File: src/design/cmpg_pkg.sv
package cmpg_pkg;

    localparam int unsigned INDEX_W   = 18;
    localparam int unsigned VALUE_W   = 30;
    localparam int unsigned MAX_INDEX = 262143;
    localparam int unsigned INDEX_TOP = (1 << INDEX_W) - 1;
    // effective limit, clipped to what term_index can hold
    localparam int unsigned LIMIT_INT = (MAX_INDEX > INDEX_TOP) ? INDEX_TOP : MAX_INDEX;
    localparam logic [INDEX_W-1:0] INDEX_LIMIT = LIMIT_INT[INDEX_W-1:0];

    localparam logic [VALUE_W-1:0] MODULUS_RESET = 30'd998244353;

    typedef logic [INDEX_W-1:0] t_index;
    typedef logic [VALUE_W-1:0] t_value;

endpackage

File: src/design/cmpg_in_if.sv
interface cmpg_in_if;
    logic valid;
    logic ready;
    logic restart;

    modport source (output valid, output restart, input ready);
    modport sink   (input valid, input restart, output ready);
endinterface

File: src/design/cmpg_out_if.sv
interface cmpg_out_if;
    logic               valid;
    logic               ready;
    cmpg_pkg::t_index   term_index;
    cmpg_pkg::t_value   term_value;
    logic               at_limit;

    modport source (output valid, output term_index, output term_value, output at_limit,
                    input ready);
    modport sink   (input valid, input term_index, input term_value, input at_limit,
                    output ready);
endinterface

File: src/design/catalan_mod_prime_generator.sv
// Channel   Dir  Word                               Handshake
// i_in      in   restart                            valid/ready
// o_out     out  term_index, term_value, at_limit   valid/ready
// cfg       in   i_cfg_wdata (modulus)              i_cfg_we, no back-pressure
//
// Restart and limit words go from idle straight to the done state.
// An advance word runs a 30x31 multiply, a bit-serial reduction, an
// extended Euclid loop (shift-up / subtract-down), a second multiply
// and reduction.
// Reset is synchronous active low; clears state, index and valid, reloads the modulus.
// i_in.ready is high only while idle; a finished word waits in the
// output register, and the next word is accepted meanwhile.
module catalan_mod_prime_generator (
    input  logic                   i_clk,
    input  logic                   i_rst_n,
    cmpg_in_if.sink                i_in,
    cmpg_out_if.source             o_out,
    input  logic                   i_cfg_we,
    input  logic [cmpg_pkg::VALUE_W-1:0] i_cfg_wdata
);

    localparam int ACC_W = 61;
    localparam int T_W   = 34;

    typedef enum logic [3:0] {
        S_IDLE, S_MUL1, S_RED1, S_EUC_CHK, S_EUC_UP, S_EUC_DN,
        S_MUL2, S_RED2, S_FIX, S_DONE
    } t_state;

    t_state                    r_state;
    cmpg_pkg::t_value          r_modulus;
    cmpg_pkg::t_value          r_p;        // effective modulus for this word
    cmpg_pkg::t_index          r_idx;      // last_index
    cmpg_pkg::t_value          r_val;      // last_value
    cmpg_pkg::t_index          r_i;        // index being computed
    logic                      r_flag;

    // shared multiplier / reducer
    logic [ACC_W-1:0]          r_acc;
    cmpg_pkg::t_value          r_red;
    logic [5:0]                r_cnt;
    cmpg_pkg::t_value          r_v;        // first reduced product

    // extended Euclid
    cmpg_pkg::t_value          r_r0, r_r1, r_rem;
    logic [30:0]               r_d;
    logic signed [T_W-1:0]     r_t0, r_t1, r_nt, r_dt;
    logic [4:0]                r_k;
    logic                      r_neg;

    // output register
    logic                      r_out_valid;
    cmpg_pkg::t_index          r_out_index;
    cmpg_pkg::t_value          r_out_value;
    logic                      r_out_limit;

    // ---- combinational datapath ----
    logic [30:0]               mul_a;
    logic [30:0]               mul_b;
    logic [ACC_W-1:0]          mul_p;
    logic [30:0]               red_t;
    logic [30:0]               red_s;
    cmpg_pkg::t_value          red_n;
    logic                      up_ok;
    logic                      dn_ok;
    cmpg_pkg::t_value          n_rem;
    logic signed [T_W-1:0]     n_nt;
    logic signed [T_W-1:0]     t0_mag;
    logic [20:0]               four_i;
    cmpg_pkg::t_value          n_p;
    cmpg_pkg::t_value          fix_val;
    logic                      out_free;

    assign four_i = {1'b0, r_i, 2'b00} - 21'd2;
    assign t0_mag = r_t0[T_W-1] ? -r_t0 : r_t0;

    always_comb begin
        if (r_state == S_MUL1) begin
            mul_a = {1'b0, r_val};
            mul_b = {10'd0, four_i};
        end else begin
            mul_a = {1'b0, r_v};
            mul_b = (r_r0 == 30'd1) ? t0_mag[30:0] : 31'd0;
        end
    end
    assign mul_p = ACC_W'(mul_a) * ACC_W'(mul_b);

    // one bit of restoring reduction per cycle
    assign red_t = {r_red, r_acc[ACC_W-1]};
    assign red_s = red_t - {1'b0, r_p};
    assign red_n = (red_t >= {1'b0, r_p}) ? red_s[29:0] : red_t[29:0];

    assign up_ok = ({r_d, 1'b0} <= {2'b00, r_rem});
    assign dn_ok = (r_d <= {1'b0, r_rem});
    assign n_rem = dn_ok ? (r_rem - r_d[29:0]) : r_rem;
    assign n_nt  = dn_ok ? (r_nt - r_dt) : r_nt;

    assign n_p     = (r_modulus < 30'd2) ? 30'd1 : r_modulus;
    assign fix_val = (r_neg && (r_red != '0)) ? (r_p - r_red) : r_red;
    assign out_free = !r_out_valid || o_out.ready;

    assign i_in.ready        = (r_state == S_IDLE);
    assign o_out.valid       = r_out_valid;
    assign o_out.term_index  = r_out_index;
    assign o_out.term_value  = r_out_value;
    assign o_out.at_limit    = r_out_limit;

    always_ff @(posedge i_clk) begin
        if (!i_rst_n) begin
            r_state     <= S_IDLE;
            r_modulus   <= cmpg_pkg::MODULUS_RESET;
            r_idx       <= '0;
            r_val       <= 30'd1;
            r_out_valid <= 1'b0;
        end else begin
            if (i_cfg_we) begin
                r_modulus <= i_cfg_wdata;
            end
            // in S_DONE the output register is reloaded below
            if (r_out_valid && o_out.ready && (r_state != S_DONE)) begin
                r_out_valid <= 1'b0;
            end

            unique case (r_state)
                S_IDLE: begin
                    if (i_in.valid) begin
                        r_p    <= n_p;
                        if (i_in.restart) begin
                            r_flag  <= 1'b0;
                            r_idx   <= '0;
                            r_val   <= (n_p == 30'd1) ? 30'd0 : 30'd1;
                            r_state <= S_DONE;
                        end else if (r_idx >= cmpg_pkg::INDEX_LIMIT) begin
                            r_flag  <= 1'b1;
                            r_state <= S_DONE;
                        end else begin
                            r_flag  <= 1'b0;
                            r_i     <= r_idx + 1'b1;
                            r_state <= S_MUL1;
                        end
                    end
                end
                S_MUL1: begin
                    r_acc   <= mul_p;
                    r_red   <= '0;
                    r_cnt   <= 6'(ACC_W - 1);
                    // Euclid on (p, i+1); r_j == t_j * (i+1) mod p
                    r_r0    <= r_p;
                    r_r1    <= {11'd0, r_i + 19'd1};
                    r_t0    <= '0;
                    r_t1    <= T_W'(1);
                    r_state <= S_RED1;
                end
                S_RED1: begin
                    r_red <= red_n;
                    r_acc <= {r_acc[ACC_W-2:0], 1'b0};
                    r_cnt <= r_cnt - 1'b1;
                    if (r_cnt == '0) begin
                        r_v     <= red_n;
                        r_state <= S_EUC_CHK;
                    end
                end
                S_EUC_CHK: begin
                    if (r_r1 == '0) begin
                        r_state <= S_MUL2;
                    end else begin
                        r_d     <= {1'b0, r_r1};
                        r_dt    <= r_t1;
                        r_rem   <= r_r0;
                        r_nt    <= r_t0;
                        r_k     <= '0;
                        r_state <= S_EUC_UP;
                    end
                end
                S_EUC_UP: begin
                    if (up_ok) begin
                        r_d  <= {r_d[29:0], 1'b0};
                        r_dt <= r_dt <<< 1;
                        r_k  <= r_k + 1'b1;
                    end else begin
                        r_state <= S_EUC_DN;
                    end
                end
                S_EUC_DN: begin
                    r_rem <= n_rem;
                    r_nt  <= n_nt;
                    if (r_k == '0) begin
                        r_r0    <= r_r1;
                        r_r1    <= n_rem;
                        r_t0    <= r_t1;
                        r_t1    <= n_nt;
                        r_state <= S_EUC_CHK;
                    end else begin
                        r_d  <= {1'b0, r_d[30:1]};
                        r_dt <= r_dt >>> 1;
                        r_k  <= r_k - 1'b1;
                    end
                end
                S_MUL2: begin
                    // gcd != 1 -> inverse taken as zero (multiplier input is zero)
                    r_acc   <= mul_p;
                    r_neg   <= (r_r0 == 30'd1) && r_t0[T_W-1];
                    r_red   <= '0;
                    r_cnt   <= 6'(ACC_W - 1);
                    r_state <= S_RED2;
                end
                S_RED2: begin
                    r_red <= red_n;
                    r_acc <= {r_acc[ACC_W-2:0], 1'b0};
                    r_cnt <= r_cnt - 1'b1;
                    if (r_cnt == '0) begin
                        r_state <= S_FIX;
                    end
                end
                S_FIX: begin
                    r_val   <= fix_val;
                    r_idx   <= r_i;
                    r_state <= S_DONE;
                end
                S_DONE: begin
                    if (out_free) begin
                        r_out_valid <= 1'b1;
                        r_out_index <= r_idx;
                        r_out_value <= r_val;
                        r_out_limit <= r_flag;
                        r_state     <= S_IDLE;
                    end
                end
                default: r_state <= S_IDLE;
            endcase
        end
    end

endmodule
File: src/flat_wrapper.sv
// flat-port wrapper written by rule: the top's interface ports become plain ports
module catalan_mod_prime_generator_flat 
  (i_clk, i_rst_n, i_cfg_we, i_cfg_wdata, i_in_valid, i_in_restart, i_in_ready, o_out_valid, o_out_term_index, o_out_term_value, o_out_at_limit, o_out_ready);
  cmpg_in_if i_in_i ();
  cmpg_out_if o_out_i ();
  input  logic i_clk;
  input  logic i_rst_n;
  input  logic i_cfg_we;
  input  logic [cmpg_pkg::VALUE_W-1:0] i_cfg_wdata;
  input wire logic [$bits(i_in_i.valid)-1:0] i_in_valid;
  input wire logic [$bits(i_in_i.restart)-1:0] i_in_restart;
  output wire logic [$bits(i_in_i.ready)-1:0] i_in_ready;
  output wire logic [$bits(o_out_i.valid)-1:0] o_out_valid;
  output wire logic [$bits(o_out_i.term_index)-1:0] o_out_term_index;
  output wire logic [$bits(o_out_i.term_value)-1:0] o_out_term_value;
  output wire logic [$bits(o_out_i.at_limit)-1:0] o_out_at_limit;
  input wire logic [$bits(o_out_i.ready)-1:0] o_out_ready;
  assign i_in_i.valid = i_in_valid;
  assign i_in_i.restart = i_in_restart;
  assign i_in_ready = i_in_i.ready;
  assign o_out_valid = o_out_i.valid;
  assign o_out_term_index = o_out_i.term_index;
  assign o_out_term_value = o_out_i.term_value;
  assign o_out_at_limit = o_out_i.at_limit;
  assign o_out_i.ready = o_out_ready;
  catalan_mod_prime_generator u_core (.i_clk(i_clk), .i_rst_n(i_rst_n), .i_in(i_in_i), .o_out(o_out_i), .i_cfg_we(i_cfg_we), .i_cfg_wdata(i_cfg_wdata));
endmodule
File: config.mk
export PLATFORM = sky130hd
export DESIGN_NAME = catalan_mod_prime_generator_flat
export DESIGN_NICKNAME = d
export VERILOG_FILES = /design/src/design/cmpg_pkg.sv /design/src/design/cmpg_in_if.sv /design/src/design/cmpg_out_if.sv /design/src/design/catalan_mod_prime_generator.sv /design/src/flat_wrapper.sv
export SDC_FILE = /design/constraint.sdc
export NUM_CORES = 2
export LEC_CHECK = 0
export ABC_AREA = 1
export ABC_CLOCK_PERIOD_IN_PS = 23400
export BUFFER_PORTS_ARGS = -buffer_cell sky130_fd_sc_hd__buf_2
export CAP_MARGIN = 40
export CORE_UTILIZATION = 60
export CTS_BUF_LIST = sky130_fd_sc_hd__clkbuf_4 sky130_fd_sc_hd__clkbuf_8
export DETAILED_ROUTE_END_ITERATION = 10
export GPL_TIMING_DRIVEN = 0
export PLACE_DENSITY = 0.8
export SYNTH_ARGS = -nofsm -noshare
export SYNTH_HDL_FRONTEND = slang
export SYNTH_SLANG_ARGS = --single-unit
File: constraint.sdc
create_clock -name i_clk -period 23.4 [get_ports i_clk]
set_input_delay 7.02 -clock i_clk [delete_from_list [all_inputs] [get_ports i_clk]]
set_output_delay 7.02 -clock i_clk [all_outputs]
set_load 0.005 [all_outputs]
# Yosys cells after proc, flatten, opt, wreduce, memory -nomap -nowiden
# Cells that the tools add are included.
# op_classes
n_reduce_logical	31
multipliers	1
magnitude_cmp	5
bitwise_logic	3
n_addsub	11
muxes	57
eq_ne	22
# op_table
cell	n
30-bit 2-to-1 mux	10
30-bit one-hot mux with 2 select lines	5
34-bit 2-to-1 mux	6
34-bit one-hot mux with 2 select lines	3
31-bit 2-to-1 mux	6
61-bit one-hot mux with 2 select lines	1
34-bit one-hot mux with 3 select lines	1
31-bit one-hot mux with 3 select lines	1
30-bit subtractor	3
30-bit by 31-bit multiplier with 61-bit output	1
30-bit by 1-bit == test with 1-bit output (second input constant)	2
4-bit one-hot mux with 10 select lines	1
18-bit 2-to-1 mux	2
18-bit one-hot mux with 2 select lines	1
34-bit subtractor	1
33-bit 2-to-1 mux	1
32-bit by 30-bit <= comparator with 1-bit output	1
4-bit 2-to-1 mux	8
31-bit by 30-bit greater-or-equal comparator with 1-bit output	1
31-bit by 30-bit <= comparator with 1-bit output	1
31-bit negator	1
30-bit zero test	1
30-bit by 2-bit < comparator with 1-bit output (second input constant)	1
30-bit nonzero test	1
other kinds (33)	70
# totals
wordCells	156
out_inout_bits	51
regBits	571
inputBits	36

# Longest topological paths before layout
# logic_depth
depth_word	7
ltp_mapped	41
mapped_depth_nobuf	40

# Worst setup path after synthesis
# OpenSTA, ideal clock, no wires.
# synth_timing
path_type	input port to flip-flop
startpoint	input i_rst_n
endpoint	register u_core.r_r0[0] (enable)
slack_ns	2.775
arrival_time_ns	19.696
path_buffers	2
setup_time_ns	0.929
required_time_ns	22.471
path_stages	4
path_cell_list	clkbuf_1 inv_1 clkbuf_1 nor4_1
# synth_between
elab_chain_len	1
# synth_lines
item	line	text
from (decl)	flat_wrapper.sv:7	input logic i_rst_n;
3-bit AND reduction (no source line)	n/a	
to (signal assigned)	catalan_mod_prime_generator.sv:148	r_r0 <= r_p;
to (signal assigned)	catalan_mod_prime_generator.sv:188	r_r0 <= r_r1;
to (decl)	catalan_mod_prime_generator.sv:45	cmpg_pkg::t_value r_r0, r_r1, r_rem;
# No other way between the ends.
# A chain may end at the register's enable or synchronous reset.

# Worst setup path in the final report
# layout_timing
startpoint	register u_core.r_r0[26]
endpoint	register u_core.r_acc[59] (data pin)
# layout_between
elab_chain_len	5
# layout_lines
item	line	text
30-bit by 1-bit == test with 1-bit output	catalan_mod_prime_generator.sv:83	mul_b = (r_r0 == 30'd1) ? t0_mag[30:0] : 31'd0;
31-bit 2-to-1 mux	catalan_mod_prime_generator.sv:83	
31-bit 2-to-1 mux	catalan_mod_prime_generator.sv:78	if (r_state == S_MUL1) begin
30-bit by 31-bit multiplier with 61-bit output	catalan_mod_prime_generator.sv:86	assign mul_p = ACC_W'(mul_a) * ACC_W'(mul_b);
61-bit one-hot mux with 2 select lines	catalan_mod_prime_generator.sv:124	unique case (r_state)
to (signal assigned)	catalan_mod_prime_generator.sv:144	r_acc <= mul_p;
to (signal assigned)	catalan_mod_prime_generator.sv:156	r_acc <= {r_acc[ACC_W-2:0], 1'b0};
to (signal assigned)	catalan_mod_prime_generator.sv:201	r_acc <= mul_p;
to (decl)	catalan_mod_prime_generator.sv:39	logic [ACC_W-1:0] r_acc;
# No other way between the ends.

==> results.toml <==
[clocking]
path_clk_slew_ns = 0.07
postCtsSetupBuffers = 0
cts_hold_buf = 0
htreeDepth = 3
clock_insertion_delay_worst_skew_ns = 0.77
cts_buffers = 93
clockBufferDepth = 3
root_buffer = "clkbuf_8"
cts_resized = 0
cts.sink_count = 571
cts_tree = "done"

[yosys]
synthFlopType = "edfxtp_1"
synth_most_common_cell = "nand2_1"
synth_cell_types = 57
ys_async_sr_fraction = 0
ys_ff_latch = 571
synth_area_leaders = "fa_1 25%, edfxtp_1 22%, nand2_1 9.4%"
syn_area_per_cell_sq_um = 8.05
synth_area_sq_mm = 0.0662
yosysWarnings = 0
synthCells = 8225
synth_edf_count = 488
synth_area_leader_cell = "fa_1"
synthTopCellsByCount = "1,665 x nand2_1, 1,552 x inv_1, 985 x nor2_1"
synth_top_area_frac = 0.246
syn_nets = 9511
seq_area_frac_synth = 0.246

[die]
start_util = 0.606
dieArea_sq_mm = 0.112
io_pins = 87
num_rows = 121
die_h_um = 334
die_w_um = 334
core_area_sq_mm = 0.109

[finish]
areaGrowthSynthToFinish_pct = 7.73
finish.utilization = 0.653
drive_above_1_share = 0.0683
fin_nets = 9761

[sta]
setup-tns-final_ns = 0
fmax_mhz = 92.3
setup_ws_ns = 12.57
setup_viol = 0
fin_crit_sh = 0.463
final_hold_viol_count = 0
worstMarginPinSlew_ns = 1.07
rsz0062_at_grt = "no"
maxSlewHeadroom = 0.284
period_minus_slack_ns = 10.83
clock_skew_ns = 0.0670
maxSlewViolCount = 0

[setup_path]
cp_max_fo = 10
cp-start-kind = "flip-flop"
worstPathArrival_ns = 11.33
r2r_cells = 33
worst_path_largest_cell_delay_ns = 0.86
cpMostUsedCell = "fa_1"
crit_required_ns = 23.89
critPathKind = "reg2reg"
endpoint_kind = "flip-flop"
cp_slowest_cell = "fa_1"

[placed_design]
port-buffer-count = 85
hpwl_um = 214000
gp_congestion = 1.10
dp_slack_ns = 12.38

[route]
drt.antenna.violating_nets = 0
viasPerCell = 6.15
drtIter0Drc = 8813
drtPass1Iterations = 8
avgRoutedWirePerCell_um = 26.2
vias = 61700
drc_errors = 0
wirelength_um = 263000

[global_routing]
grt_overflow_total = 0
track_usage = 0.474
grt_max_degree = 31
grt_pass1_vias = 61100
antenna_found_initial = 17
grt_pass1_wl_um = 386000

[pwr]
p_leak_nw = 34.7
power_density_mw_per_mm2 = 149
power.total_mw = 10.7
ir_worst_vdd_v = 0.000199

[job]
cap_violations = 0

[worst_hold_path]
hold_class = "reg2reg"
hold_depth = 2

[status]
status = "complete, no violations"
-- worst max-delay path, delay by kind of cell, from the launching register on --
kind / cells / cell delay, ns
AOI/OAI and AO/OA: 3 / 1.02
buffers and inverters: 6 / 1.18
and+or+nand+nor: 15 / 3.05
DFF: 1 / 0.40
adders and majority gates: 9 / 4.89
-- layout by cell type (no fill, tap or decap), types with 9 or more instances in the layout --
cell type  instances
nor2_2            28
ha_1             437
nand2_2           11
nand3_1          343
a21boi_0          12
nor3_1            65
a21o_1            16
buf_1             12
nand3b_1          21
edfxtp_1         488
inv_1           1552
a21oi_1          476
o21bai_1          23
clkbuf_4          31
nor4_1            21
buf_4             36
inv_2             25
nand4_1          147
buf_6             26
dfxtp_1           83
nand3_2            9
clkbuf_1         185
clkinv_1          13
o21ai_1           21
a31oi_1           10
o221ai_1          61
nand2_1         1665
nor2_1           983
o211ai_1          20
or2_2             26
clkbuf_8         102
clkinv_2          13
buf_2            211
o21ai_0          339
fa_1             813
xor2_1            83
o21a_1            10
xnor2_1           40
-- power by group --
group | leakage [nW] | internal [mW] | switching [mW]
registers | 5.17 | 1.47 | 0.136
logic | 28.5 | 2.47 | 5.60
clock network | 1.07 | 0.531 | 0.451
total | 34.7 | 4.47 | 6.19
-- flip-flops by register name, summed over array words and instances (netlist names), 31 cells and up --
register / flops
u_core.r_t0: 34
u_core.r_acc: 61
u_core.r_nt: 34
u_core.r_d: 31
u_core.r_t1: 34
u_core.r_dt: 34
-- cell families after synthesis --
kind of cell / Yosys count / share of synthesized area
flops: 571 / 0.246
buf+inv: 1916 / 0.113
simple gates: 3354 / 0.212
fa+ha+maj: 1250 / 0.329
compound gates: 1011 / 0.0841
xor+xnor: 123 / 0.0163
-- metal layers --
metal | part of all wire | track usage
met1 | 0.37 | 0.615
met4 | 0.073 | 0.281
met3 | 0.16 | 0.197
met2 | 0.40 | 0.660
met5 | 0.00066 | 0
-- per-stage QoR --
step | cell area [sq um] | std cells | hold slack [ns]
2_1_floorplan | 66200 | 8225 | 0.400
3_3_place_gp | 68500 | 9786 | 0.409
3_5_place_dp | 69200 | 9852 | 0.407
4_1_cts | 71300 | 10000 | 0.458
5_1_grt | 71300 | 10000 | 0.478
6_report | 71300 | 10000 | 0.457
-- cell type report --
cell class	count	area [sq um]
Antenna cell	4	10.0
Buffer	334	1540
Clock buffer	133	1640
Clock inverter	36	390
Fill cell	9413	37900
Inverter	1582	5940
Multi-Input combinational cell	5738	42500
Sequential cell	571	16300
Tap cell	1476	1850
Timing Repair Buffer	155	1170
-- path summary, 6_finish.rpt --
path | from | to | slack [ns]
worst max-delay path | u_core.r_r0[26] | u_core.r_acc[59] | 12.57
worst min-delay path | u_core.r_modulus[0] | u_core.r_modulus[0] | 0.46
worst max register to register | u_core.r_r0[26] | u_core.r_acc[59] | 12.57
worst min register to register | u_core.r_modulus[0] | u_core.r_modulus[0] | 0.46
Power figures use the tool's default switching activity.
